===== src/rtl/efss_pkg.sv =====
// Shared types and constants for the earliest-free server scheduler.
// Depends on nothing; imported by every module of the block.
package efss_pkg;

    // Server pool
    localparam int MAX_WINDOWS = 16;
    localparam int WIN_W       = $clog2(MAX_WINDOWS);
    localparam int SRV_W       = $clog2(MAX_WINDOWS + 1);

    // Field widths
    localparam int ARR_W  = 17;
    localparam int MIN_W  = 8;
    localparam int TIME_W = 24;
    localparam int SUM_W  = 40;
    localparam int CNT_W  = 24;
    localparam int SVC_W  = 14;
    localparam int NW_W   = 5;
    localparam int CFG_W  = 17;
    localparam int CIDX_W = 2;

    localparam int SEC_PER_MIN = 60;

    localparam logic [TIME_W-1:0] TIME_MAX = {TIME_W{1'b1}};
    localparam logic [SUM_W-1:0]  SUM_MAX  = {SUM_W{1'b1}};
    localparam logic [CNT_W-1:0]  CNT_MAX  = {CNT_W{1'b1}};

    // Register indexes
    localparam logic [CIDX_W-1:0] CFG_NUM_WINDOWS = 2'd0;
    localparam logic [CIDX_W-1:0] CFG_OPEN_TIME   = 2'd1;
    localparam logic [CIDX_W-1:0] CFG_CLOSE_TIME  = 2'd2;
    localparam logic [CIDX_W-1:0] CFG_MAX_SERVICE = 2'd3;

    // Register reset values
    localparam logic [NW_W-1:0]  NUM_WINDOWS_RST = 5'd1;
    localparam logic [ARR_W-1:0] OPEN_TIME_RST   = 17'd28800;
    localparam logic [ARR_W-1:0] CLOSE_TIME_RST  = 17'd61200;
    localparam logic [MIN_W-1:0] MAX_SERVICE_RST = 8'd60;

    // Job queue between front and back
    localparam int QDEPTH = 2;
    localparam int QPTR_W = $clog2(QDEPTH);
    localparam int QCNT_W = $clog2(QDEPTH + 1);

    typedef struct packed {
        logic [NW_W-1:0]  num_windows;
        logic [ARR_W-1:0] open_time;
        logic [ARR_W-1:0] close_time;
        logic [MIN_W-1:0] max_service_minutes;
    } cfg_t;

    typedef struct packed {
        logic             accepted;
        logic [ARR_W-1:0] arrival;
        logic [SVC_W-1:0] service;
    } job_t;

endpackage


===== src/rtl/efss_front.sv =====
// Front end: takes job beats, checks them against closing time, caps and scales service.
// Depends on efss_pkg.
module efss_front (
    input  logic                      s_valid,
    output logic                      s_ready,
    input  logic [efss_pkg::ARR_W-1:0] s_arrival_seconds,
    input  logic [efss_pkg::MIN_W-1:0] s_service_minutes,
    input  efss_pkg::cfg_t            cfg,
    input  logic                      q_full,
    output logic                      q_push,
    output efss_pkg::job_t            q_data
);
    import efss_pkg::*;

    logic [MIN_W-1:0] min_cap;

    assign s_ready = !q_full;
    assign q_push  = s_valid && !q_full;

    // Cap minutes, then scale to seconds
    assign min_cap = (s_service_minutes > cfg.max_service_minutes) ?
                     cfg.max_service_minutes : s_service_minutes;

    always_comb begin
        q_data.accepted = (s_arrival_seconds <= cfg.close_time);
        q_data.arrival  = s_arrival_seconds;
        q_data.service  = SVC_W'(min_cap) * SVC_W'(SEC_PER_MIN);
    end

endmodule


===== src/rtl/efss_queue.sv =====
// Two-entry job queue decoupling the front end from the scheduler core.
// Depends on efss_pkg.
module efss_queue (
    input  logic           aclk,
    input  logic           aresetn,
    input  logic           push,
    input  efss_pkg::job_t push_data,
    output logic           full,
    input  logic           pop,
    output efss_pkg::job_t pop_data,
    output logic           not_empty
);
    import efss_pkg::*;

    job_t              entry_reg [QDEPTH];
    logic [QPTR_W-1:0] wr_ptr_reg;
    logic [QPTR_W-1:0] rd_ptr_reg;
    logic [QCNT_W-1:0] count_reg;

    assign full      = (count_reg == QCNT_W'(QDEPTH));
    assign not_empty = (count_reg != '0);
    assign pop_data  = entry_reg[rd_ptr_reg];

    // Storage
    always_ff @(posedge aclk) begin
        if (push) begin
            entry_reg[wr_ptr_reg] <= push_data;
        end
    end

    // Pointers and fill count
    always_ff @(posedge aclk) begin
        if (!aresetn) begin
            wr_ptr_reg <= '0;
            rd_ptr_reg <= '0;
            count_reg  <= '0;
        end else begin
            if (push) wr_ptr_reg <= wr_ptr_reg + 1'b1;
            if (pop)  rd_ptr_reg <= rd_ptr_reg + 1'b1;
            if (push && !pop) begin
                count_reg <= count_reg + 1'b1;
            end else if (pop && !push) begin
                count_reg <= count_reg - 1'b1;
            end
        end
    end

endmodule


===== src/rtl/efss_back.sv =====
// Scheduler core: scans server free times, assigns the job, keeps totals, holds the result.
// Depends on efss_pkg.
module efss_back (
    input  logic                       aclk,
    input  logic                       aresetn,
    input  efss_pkg::cfg_t             cfg,
    input  logic                       load_free,
    input  logic [efss_pkg::ARR_W-1:0] load_value,
    input  logic                       q_not_empty,
    input  efss_pkg::job_t             q_data,
    output logic                       q_pop,
    output logic                       m_valid,
    input  logic                       m_ready,
    output logic                       m_accepted,
    output logic [efss_pkg::WIN_W-1:0]  m_window_index,
    output logic [efss_pkg::TIME_W-1:0] m_wait_seconds,
    output logic [efss_pkg::SUM_W-1:0]  m_total_wait,
    output logic [efss_pkg::CNT_W-1:0]  m_customer_count
);
    import efss_pkg::*;

    localparam logic [1:0] ST_IDLE   = 2'd0;
    localparam logic [1:0] ST_SCAN   = 2'd1;
    localparam logic [1:0] ST_UPDATE = 2'd2;
    localparam logic [1:0] ST_RESULT = 2'd3;

    logic [1:0]        state_reg,  state_next;
    job_t              job_reg,    job_next;
    logic [SRV_W-1:0]  scan_reg,   scan_next;
    logic [WIN_W-1:0]  best_reg,   best_next;
    logic [TIME_W-1:0] best_t_reg, best_t_next;
    logic [TIME_W-1:0] wait_reg,   wait_next;
    logic [SUM_W-1:0]  sum_reg,    sum_next;
    logic [CNT_W-1:0]  cnt_reg,    cnt_next;
    logic [TIME_W-1:0] free_reg [MAX_WINDOWS];

    logic              out_valid_reg;
    logic              out_acc_reg;
    logic [WIN_W-1:0]  out_win_reg;
    logic [TIME_W-1:0] out_wait_reg;
    logic [SUM_W-1:0]  out_sum_reg;
    logic [CNT_W-1:0]  out_cnt_reg;

    logic [SRV_W-1:0]  servers;
    logic [TIME_W-1:0] scan_t;
    logic [TIME_W-1:0] arr_ext;
    logic              late_free;
    logic [TIME_W:0]   end_sum;
    logic [TIME_W-1:0] end_sat;
    logic [SUM_W:0]    sum_add;
    logic              out_load;

    // Effective server count, clamped to 1..MAX_WINDOWS
    always_comb begin
        if (cfg.num_windows == '0) begin
            servers = SRV_W'(1);
        end else if (SRV_W'(cfg.num_windows) > SRV_W'(MAX_WINDOWS)) begin
            servers = SRV_W'(MAX_WINDOWS);
        end else begin
            servers = SRV_W'(cfg.num_windows);
        end
    end

    assign scan_t    = free_reg[scan_reg[WIN_W-1:0]];
    assign arr_ext   = TIME_W'(job_reg.arrival);
    assign late_free = (best_t_reg > arr_ext);
    assign end_sum   = (late_free ? {1'b0, best_t_reg} : {1'b0, arr_ext})
                     + (TIME_W + 1)'(job_reg.service);
    assign end_sat   = end_sum[TIME_W] ? TIME_MAX : end_sum[TIME_W-1:0];
    assign sum_add   = {1'b0, sum_reg} + (SUM_W + 1)'(wait_reg);
    assign out_load  = (state_reg == ST_RESULT) && (!out_valid_reg || m_ready);
    assign q_pop     = (state_reg == ST_IDLE) && q_not_empty;

    // Sequencer
    always_comb begin
        state_next  = state_reg;
        job_next    = job_reg;
        scan_next   = scan_reg;
        best_next   = best_reg;
        best_t_next = best_t_reg;
        wait_next   = wait_reg;
        sum_next    = sum_reg;
        cnt_next    = cnt_reg;
        case (state_reg)
            ST_IDLE: begin
                if (q_not_empty) begin
                    job_next    = q_data;
                    best_next   = '0;
                    best_t_next = free_reg[0];
                    scan_next   = SRV_W'(1);
                    wait_next   = '0;
                    state_next  = q_data.accepted ? ST_SCAN : ST_RESULT;
                end
            end
            ST_SCAN: begin
                if (scan_reg < servers) begin
                    if (scan_t < best_t_reg) begin
                        best_next   = scan_reg[WIN_W-1:0];
                        best_t_next = scan_t;
                    end
                    scan_next = scan_reg + 1'b1;
                end else begin
                    wait_next  = late_free ? (best_t_reg - arr_ext) : '0;
                    state_next = ST_UPDATE;
                end
            end
            ST_UPDATE: begin
                sum_next   = sum_add[SUM_W] ? SUM_MAX : sum_add[SUM_W-1:0];
                cnt_next   = (cnt_reg == CNT_MAX) ? cnt_reg : cnt_reg + 1'b1;
                state_next = ST_RESULT;
            end
            ST_RESULT: begin
                if (out_load) state_next = ST_IDLE;
            end
            default: state_next = ST_IDLE;
        endcase
    end

    always_ff @(posedge aclk) begin
        if (!aresetn) begin
            state_reg <= ST_IDLE;
            sum_reg   <= '0;
            cnt_reg   <= '0;
        end else begin
            state_reg <= state_next;
            sum_reg   <= sum_next;
            cnt_reg   <= cnt_next;
        end
    end

    always_ff @(posedge aclk) begin
        job_reg    <= job_next;
        scan_reg   <= scan_next;
        best_reg   <= best_next;
        best_t_reg <= best_t_next;
        wait_reg   <= wait_next;
    end

    // Server free times: reload on opening time, update the chosen server
    always_ff @(posedge aclk) begin
        if (!aresetn) begin
            for (int i = 0; i < MAX_WINDOWS; i++) free_reg[i] <= TIME_W'(OPEN_TIME_RST);
        end else if (load_free) begin
            for (int i = 0; i < MAX_WINDOWS; i++) free_reg[i] <= TIME_W'(load_value);
        end else if (state_reg == ST_UPDATE) begin
            free_reg[best_reg] <= end_sat;
        end
    end

    // Result register
    always_ff @(posedge aclk) begin
        if (!aresetn) begin
            out_valid_reg <= 1'b0;
        end else if (out_load) begin
            out_valid_reg <= 1'b1;
        end else if (m_ready) begin
            out_valid_reg <= 1'b0;
        end
    end

    always_ff @(posedge aclk) begin
        if (out_load) begin
            out_acc_reg  <= job_reg.accepted;
            out_win_reg  <= job_reg.accepted ? best_reg : '0;
            out_wait_reg <= wait_reg;
            out_sum_reg  <= sum_reg;
            out_cnt_reg  <= cnt_reg;
        end
    end

    assign m_valid          = out_valid_reg;
    assign m_accepted       = out_acc_reg;
    assign m_window_index   = out_win_reg;
    assign m_wait_seconds   = out_wait_reg;
    assign m_total_wait     = out_sum_reg;
    assign m_customer_count = out_cnt_reg;

endmodule


===== src/rtl/earliest_free_server_scheduler.sv =====
// Top level of the earliest-free server scheduler: config registers, front end, queue, core.
// Depends on efss_pkg, efss_front, efss_queue and efss_back.
//
//  channel   direction  handshake          payload
//  s_        in         s_valid/s_ready    arrival_seconds, service_minutes
//  m_        out        m_valid/m_ready    accepted, window_index, wait_seconds,
//                                          total_wait, customer_count
//  cfg_      in         cfg_we (no wait)   cfg_index, cfg_wdata
//
// In the core an accepted job goes through the load, free-time scan (over the servers in
// use), update and result states; a job past closing time goes from load straight to
// result. The result state waits until the result register can take the result.
// Reset is synchronous; free times come out of reset at the opening time at once.
// The two-entry queue keeps taking beats while a result waits on m_ready, until it is full.
module earliest_free_server_scheduler (
    input  logic                        aclk,
    input  logic                        aresetn,
    input  logic                        s_valid,
    output logic                        s_ready,
    input  logic [efss_pkg::ARR_W-1:0]  s_arrival_seconds,
    input  logic [efss_pkg::MIN_W-1:0]  s_service_minutes,
    output logic                        m_valid,
    input  logic                        m_ready,
    output logic                        m_accepted,
    output logic [efss_pkg::WIN_W-1:0]  m_window_index,
    output logic [efss_pkg::TIME_W-1:0] m_wait_seconds,
    output logic [efss_pkg::SUM_W-1:0]  m_total_wait,
    output logic [efss_pkg::CNT_W-1:0]  m_customer_count,
    input  logic                        cfg_we,
    input  logic [efss_pkg::CIDX_W-1:0] cfg_index,
    input  logic [efss_pkg::CFG_W-1:0]  cfg_wdata
);
    import efss_pkg::*;

    cfg_t cfg_reg;
    job_t push_data;
    job_t pop_data;
    logic q_full;
    logic q_push;
    logic q_pop;
    logic q_not_empty;
    logic load_free;

    // Configuration registers
    always_ff @(posedge aclk) begin
        if (!aresetn) begin
            cfg_reg.num_windows         <= NUM_WINDOWS_RST;
            cfg_reg.open_time           <= OPEN_TIME_RST;
            cfg_reg.close_time          <= CLOSE_TIME_RST;
            cfg_reg.max_service_minutes <= MAX_SERVICE_RST;
        end else if (cfg_we) begin
            case (cfg_index)
                CFG_NUM_WINDOWS: cfg_reg.num_windows         <= cfg_wdata[NW_W-1:0];
                CFG_OPEN_TIME:   cfg_reg.open_time           <= cfg_wdata[ARR_W-1:0];
                CFG_CLOSE_TIME:  cfg_reg.close_time          <= cfg_wdata[ARR_W-1:0];
                CFG_MAX_SERVICE: cfg_reg.max_service_minutes <= cfg_wdata[MIN_W-1:0];
                default: ;
            endcase
        end
    end

    // Opening time write reloads every server free time
    assign load_free = cfg_we && (cfg_index == CFG_OPEN_TIME);

    efss_front u_front (
        .s_valid           (s_valid),
        .s_ready           (s_ready),
        .s_arrival_seconds (s_arrival_seconds),
        .s_service_minutes (s_service_minutes),
        .cfg               (cfg_reg),
        .q_full            (q_full),
        .q_push            (q_push),
        .q_data            (push_data)
    );

    efss_queue u_queue (
        .aclk      (aclk),
        .aresetn   (aresetn),
        .push      (q_push),
        .push_data (push_data),
        .full      (q_full),
        .pop       (q_pop),
        .pop_data  (pop_data),
        .not_empty (q_not_empty)
    );

    efss_back u_back (
        .aclk             (aclk),
        .aresetn          (aresetn),
        .cfg              (cfg_reg),
        .load_free        (load_free),
        .load_value       (cfg_wdata[ARR_W-1:0]),
        .q_not_empty      (q_not_empty),
        .q_data           (pop_data),
        .q_pop            (q_pop),
        .m_valid          (m_valid),
        .m_ready          (m_ready),
        .m_accepted       (m_accepted),
        .m_window_index   (m_window_index),
        .m_wait_seconds   (m_wait_seconds),
        .m_total_wait     (m_total_wait),
        .m_customer_count (m_customer_count)
    );

endmodule


===== config.mk =====
export PLATFORM = sky130hd
export DESIGN_NAME = earliest_free_server_scheduler
export DESIGN_NICKNAME = d
export VERILOG_FILES = /design/src/rtl/efss_pkg.sv /design/src/rtl/efss_front.sv /design/src/rtl/efss_queue.sv /design/src/rtl/efss_back.sv /design/src/rtl/earliest_free_server_scheduler.sv
export SDC_FILE = /design/constraint.sdc
export NUM_CORES = 1
export LEC_CHECK = 0
export BUFFER_PORTS_ARGS = -buffer_cell sky130_fd_sc_hd__buf_2
export CAP_MARGIN = 20
export CORE_AREA = 2 2 269 271
export CTS_BUF_LIST = sky130_fd_sc_hd__clkbuf_4
export DETAILED_ROUTE_END_ITERATION = 10
export DIE_AREA = 0 0 271 273
export PLACE_DENSITY = 0.66
export SKIP_LAST_GASP = 1
export SLEW_MARGIN = 20
export SYNTH_ARGS = -nofsm -noshare
export SYNTH_HDL_FRONTEND = slang
export SYNTH_SLANG_ARGS = --single-unit

===== constraint.sdc =====
create_clock -name aclk -period 7.1 [get_ports aclk]
set_input_delay 1.42 -clock aclk [delete_from_list [all_inputs] [get_ports aclk]]
set_output_delay 1.42 -clock aclk [all_outputs]
set_load 0.05 [all_outputs]

== Word-level counts from Yosys, hierarchy flattened ==
Memory sizes are Yosys's and may differ from the RTL's. A register that Yosys moved wholly into a read port is not among the register bits.
Index checks and enable logic that the tools add are counted.
Cells by class
  add/subtract/negate cells: 9
  multipliers: 1
  $lt $le $gt $ge: 6
  equal/unequal tests: 13
  multiplexer cells: 62
  bitwise logic cells: 17
  reduce and logical (&&, ||, !) cells: 28
Operators by type and width (count)
  2-to-1 mux 24 bit: 25
  case mux 24 bit (2 select lines): 2
  adder 40 x 24 -> 41 bit: 1
  2-to-1 mux 40 bit: 1
  adder 25 x 14 -> 25 bit: 1
  adder 24 x 1 -> 24 bit (second input constant): 1
  == test 24 bit (second input constant): 1
  > comparator 24 x 17 -> 1 bit: 1
  less-than comparator 24 bit: 1
  OR reduction 24 bit: 1
  subtractor 24 x 17 -> 24 bit: 1
  2-to-1 mux 4 bit: 5
  2-to-1 mux 5 bit: 4
  <= comparator 17 bit: 1
  bitwise OR 1 bit: 16
  2-to-1 mux 1 bit: 15
  multiplier 8 x 4 -> 12 bit (second input constant): 1
  2-to-1 mux 2 bit: 6
  == test 2 bit (second input constant): 5
  case mux 5 bit (2 select lines): 1
  AND reduction 2 bit: 5
  AND reduction 3 bit: 3
  > comparator 8 bit: 1
  2-to-1 mux 8 bit: 1
  other kinds (19): 36
Word-level totals
  bits in registers: 283
  RAM bits: 444
  output and inout bits: 95
  memories: 2
Memory list
  u_back.free_reg: depth 16, width 24, read ports 2, clocked after memory_dff 1, write ports 16, line efss_back.sv:35  | logic [TIME_W-1:0] free_reg [MAX_WINDOWS];
  u_queue.entry_reg: depth 2, width 30, read ports 1, clocked after memory_dff 1, write ports 1, line efss_queue.sv:15  | job_t entry_reg [QDEPTH];

== Depth between registers and ports, before layout ==
  depth after elaboration: 7
  depth in mapped cells: 25
  gate-level depth less buffers: 23

== Modules after synthesis ==
Synthesis repeated with hierarchy kept, for this count alone.
Unflattened totals
  cell total of the unflattened synthesis: 2891
  area, all modules: 36470.0 um^2
By module, submodules not included
  efss_back: times used 1, cells each 2355, area each 30301.6 um^2, seq. area each 18417.7 um^2
  efss_queue: times used 1, cells each 122, area each 2531.2 um^2, seq. area each 2021.9 um^2
  earliest_free_server_scheduler: times used 1, cells each 184, area each 1856.8 um^2, seq. area each 940.9 um^2
  efss_front: times used 1, cells each 230, area each 1780.5 um^2, seq. area each 0.0 um^2

== Worst setup path before layout ==
Ideal clock, no wire load.
  path type: input -> register
  from: input port s_service_minutes[1] in the netlist's numbering
  to: memory u_queue.entry_reg[0][11] in the netlist's numbering, data pin
  setup time: 0.262 ns
  arrival time: 6.107 ns
  data required time: 6.838 ns
  setup slack: 0.731 ns
  cell stages on the path: 22
  path through: ha_1 -> nor2b_1 -> o21a_1 -> o21a_1 -> o21ai_0 -> a21oi_1 -> o31ai_1 -> clkbuf_1 -> o21ai_0 -> fa_1 -> inv_1 -> fa_1 -> inv_1 -> ha_1 -> a21o_1 -> a21oi_1 -> o21ai_0 -> a21oi_1 -> o21ai_0 -> a21o_1 -> a21oi_1 -> xnor2_1
RTL lines
  start: declaration: line earliest_free_server_scheduler.sv:21  | input logic [efss_pkg::MIN_W-1:0] s_service_minutes,
  end: declaration: line efss_queue.sv:15

==> impl_summary.log <==
INFO  metric setup.reg_to_reg.worst_slack = 440 ps
INFO  metric post_synth_edffs = 624
INFO  metric fillers = 5861
INFO  metric drt-initial-drc-count = 2479
INFO  metric timing_max_transition_violations_final = 0
INFO  metric wire_per_inst = 23.0 um
INFO  metric cp_cell_sequence = ha_1 -> fa_1 -> nand2b_1 -> a211oi_1 -> o21ai_1 -> a21oi_4 -> nor2_8 -> o21ai_0 -> ha_1 -> a21o_1 -> a21oi_1 -> nor2b_1 -> a31oi_2 -> o21ai_1 -> nor2_2 -> buf_4 -> nor2_1 -> o21ai_0
INFO  metric synth.ff_latch_count = 730
INFO  metric fin_crit = 6660 ps
INFO  metric timing.slew.headroom = 19.9%
INFO  metric timing.critical_path.from_type = register
INFO  metric tritoncts.num_buffers = 186
INFO  metric gp_congestion = 0.903
INFO  metric final_cell_area_excluding_filler_cells = 0.0396 mm^2
INFO  metric grt_start_max_net_pins = 94
INFO  metric htree_num_levels = 4
INFO  metric max_freq = 150 MHz
INFO  metric place_area = 0.0371 mm^2
INFO  metric layout_commonest_cell = edfxtp_1
INFO  metric setup_viol = 0
INFO  metric ant_nets = 0
INFO  metric detailed_place_hpwl = 64200 um
INFO  metric reg2reg_to = u_back.free_reg[0][2]
INFO  metric worst_slew_pin_slew = 1200 ps
INFO  metric timing.critical_path.fanout_max = 34
INFO  metric crit_path_end_kind = register
INFO  metric vias_per_cell = 5.94
INFO  metric ctsHoldBuffers = 0
INFO  metric worst_r2r_path_depth = 18
INFO  metric layout_common_cells = edfxtp_1, clkbuf_4, o21ai_0
INFO  metric finalPower = 16000 uW
INFO  metric die_x = 271 um
INFO  metric port_buffers = 143
INFO  metric yosys_most_used_dff = edfxtp_1
INFO  metric cts.sink_count = 730
INFO  metric post_synth.cell_area_avg = 12.6 um^2
INFO  metric postSynth.asyncResetShare = 0%
INFO  metric layout-drive-gt1-share = 23.8%
INFO  metric number_of_non_filler_instances_in_the_completed_layout = 4144
INFO  metric synth_sequential_area_ratio = 59.2%
INFO  metric cp.arrival = 7400 ps
INFO  metric postSynthNetCount = 2995
INFO  metric holdCritPathClass = register to register
INFO  metric timing.max_cap.violations = 0
INFO  metric grt.total_usage = 25.9%
INFO  metric core_region_area = 0.0710 mm^2
INFO  metric largest_register_ffs = 384
INFO  metric ctsLongestPathBuffers = 3
INFO  metric post_cts_resize_count = 0
INFO  metric floorplan.die_area = 0.0740 mm^2
INFO  metric setup_ws = 438 ps
INFO  metric clk-insertion-delay-late = 1060 ps
INFO  metric finalClockSkew = 75.5 ps
INFO  metric synth_top_cell_by_area = edfxtp_1
INFO  metric top_level_ports = 144
INFO  metric route.vias.total = 24600
INFO  metric number_of_buffers_inserted_by_post_cts_setup_repair = 0
INFO  metric rr_startpoint = u_back.arr_ext[0]
INFO  metric finalHoldViolCount = 0
INFO  metric first_pass_iters = 6
INFO  metric post-route-period-util = 93.8%
INFO  metric clock_tree_from_tritoncts = built
INFO  metric clock_root_cell = clkbuf_4
INFO  metric placementRows = 98
INFO  metric pwr_density_cell = 405 mW/mm^2
INFO  metric synthToLayoutAreaGrowth = 12.3%
INFO  metric req_time_crit_path = 7840 ps
INFO  metric ys.warnings.count = 0
INFO  metric critPathMaxStageDelay = 720 ps
INFO  metric peakVddDrop = 0.274 mV
INFO  metric antenna_violations_before_repair = 3
INFO  metric grt_setup_unrepaired = no
INFO  metric drc_errors = 0
INFO  metric fin_setup_tns = 0 ps
INFO  metric startpoint = u_back.arr_ext[0]
INFO  metric place_ws = 567 ps
INFO  metric synthesis.instances = 2802
INFO  metric initial_utilization = 49.7%
INFO  metric dp.cells = 3802
INFO  metric grt_pass1_vias = 24600
INFO  metric power_leakage = 0.0148 uW
INFO  metric route.final.wire_length = 95500 um
INFO  metric post_synth_main_area_contributors = edfxtp_1, mux4_2, dfxtp_1
INFO  metric chipHeight = 273 um
INFO  metric path_class = register to register
INFO  metric netlist_area = 0.0353 mm^2
INFO  metric synth.distinct_cells = 76
INFO  metric nets = 3233
INFO  metric gr-total-overflow = 0
INFO  metric status = completed
INFO  metric slowest_stage = o21ai_0
INFO  metric first_pass_grt_wire_length = 145000 um
INFO  metric synth_largest_type_area_fraction = 53.2%
INFO  metric endpoint = u_back.free_reg[0][2]
INFO  metric clkSlewWorstSetupHoldPaths = 60 ps
worst min path at each step:
stage / slack [ps] / end / cells past startpoint / from
floorplan: 430 / u_back.m_wait_seconds[0] / 0 / u_back.wait_reg[0]
CTS: 450 / u_back.m_total_wait[0] / 0 / u_back.sum_reg[0]
detailed placement: 450 / cfg_reg[11] / 2 / cfg_reg[11]
global placement: 450 / cfg_reg[10] / 2 / cfg_reg[10]
global route: 470 / u_back.m_total_wait[6] / 0 / u_back.sum_reg[6]
finish: 460 / cfg_reg[11] / 2 / cfg_reg[11]
layer usage:
metal,share of wire (%),global-route usage [%],up-vias,routed length (um)
li1,-,-,11100,-
met1,39,32.5,12000,37100
met2,48,42.2,1252,45600
met3,9.5,6.65,258,9040
met4,3.9,12.1,0,3760
met5,0,0,-,0
synthesized netlist by cell type (4+ instances only):
library cell	number
mux2_2	62
nor3_1	50
and4_1	10
a21oi_1	183
inv_1	113
fa_1	13
and3_1	20
nor4_1	6
or2_2	4
o21ai_1	11
xor2_1	46
buf_2	18
mux4_2	120
a211oi_1	10
o21a_1	16
clkbuf_1	125
nand2b_1	21
nand4_1	26
o21bai_1	8
a21o_1	31
o31ai_1	7
ha_1	131
nor3_2	11
or3_1	17
mux2i_1	11
a21oi_2	10
nor2b_1	19
nor2_1	234
o21ai_0	286
nor3b_1	4
nand2_1	236
o211ai_1	19
and2_1	31
xnor2_1	38
dfxtp_1	106
nand3_1	44
a31oi_1	7
buf_1	10
edfxtp_1	624
stage by stage:
stage | hold WS (ps) | utilization [%]
after floorplan | 431 | -
after global placement | 446 | 52.2
after detailed placement | 450 | 52.3
after CTS | 447 | 55.7
after global routing | 474 | 55.7
final | 455 | 55.8
layout make-up:
type | instances | area (um^2) | area share, %
Antenna cell | 6 | 15.0 | 0.0379
Clock inverter | 47 | 292 | 0.737
Sequential cell | 730 | 20900 | 52.7
Clock buffer | 289 | 2170 | 5.48
Tap cell | 950 | 1190 | 3.00
Timing Repair Buffer | 211 | 1250 | 3.17
Multi-Input combinational cell | 1797 | 13400 | 33.8
Inverter | 114 | 428 | 1.08
critical path: cells and delay by family, from the launching register on:
| family | cells | cell delay (ps) |
|---|---|---|
| and+or+nand+nor | 5 | 1360 |
| AOI/OAI and AO/OA | 9 | 3140 |
| DFF | 1 | 480 |
| buffers and inverters | 1 | 220 |
| adders and majority gates | 3 | 1090 |
power by group:
| part | internal [uW] | leakage [uW] | switching [uW] |
|---|---|---|---|
| Combinational | 2220 | 0.00638 | 3930 |
| Sequential | 5570 | 0.00698 | 631 |
| Clock | 1900 | 0.00146 | 1780 |
| Total | 9690 | 0.0148 | 6340 |
kinds of logic (layout without fill, tap and decap cells):
group	count (synthesis)	after routing	share of synthesized area (%)
AND/OR/NAND/NOR	745	745	9.87
flip-flops	730	730	59.2
AO/OA/AOI/OAI	628	628	10.3
buffers and inverters	275	661	3.08
multiplexers	196	196	10.1
adder cells (fa/ha/maj)	144	144	5.39
XOR/XNOR	84	84	2.09
other	0	6	0
(Power assumes the default switching activity.)
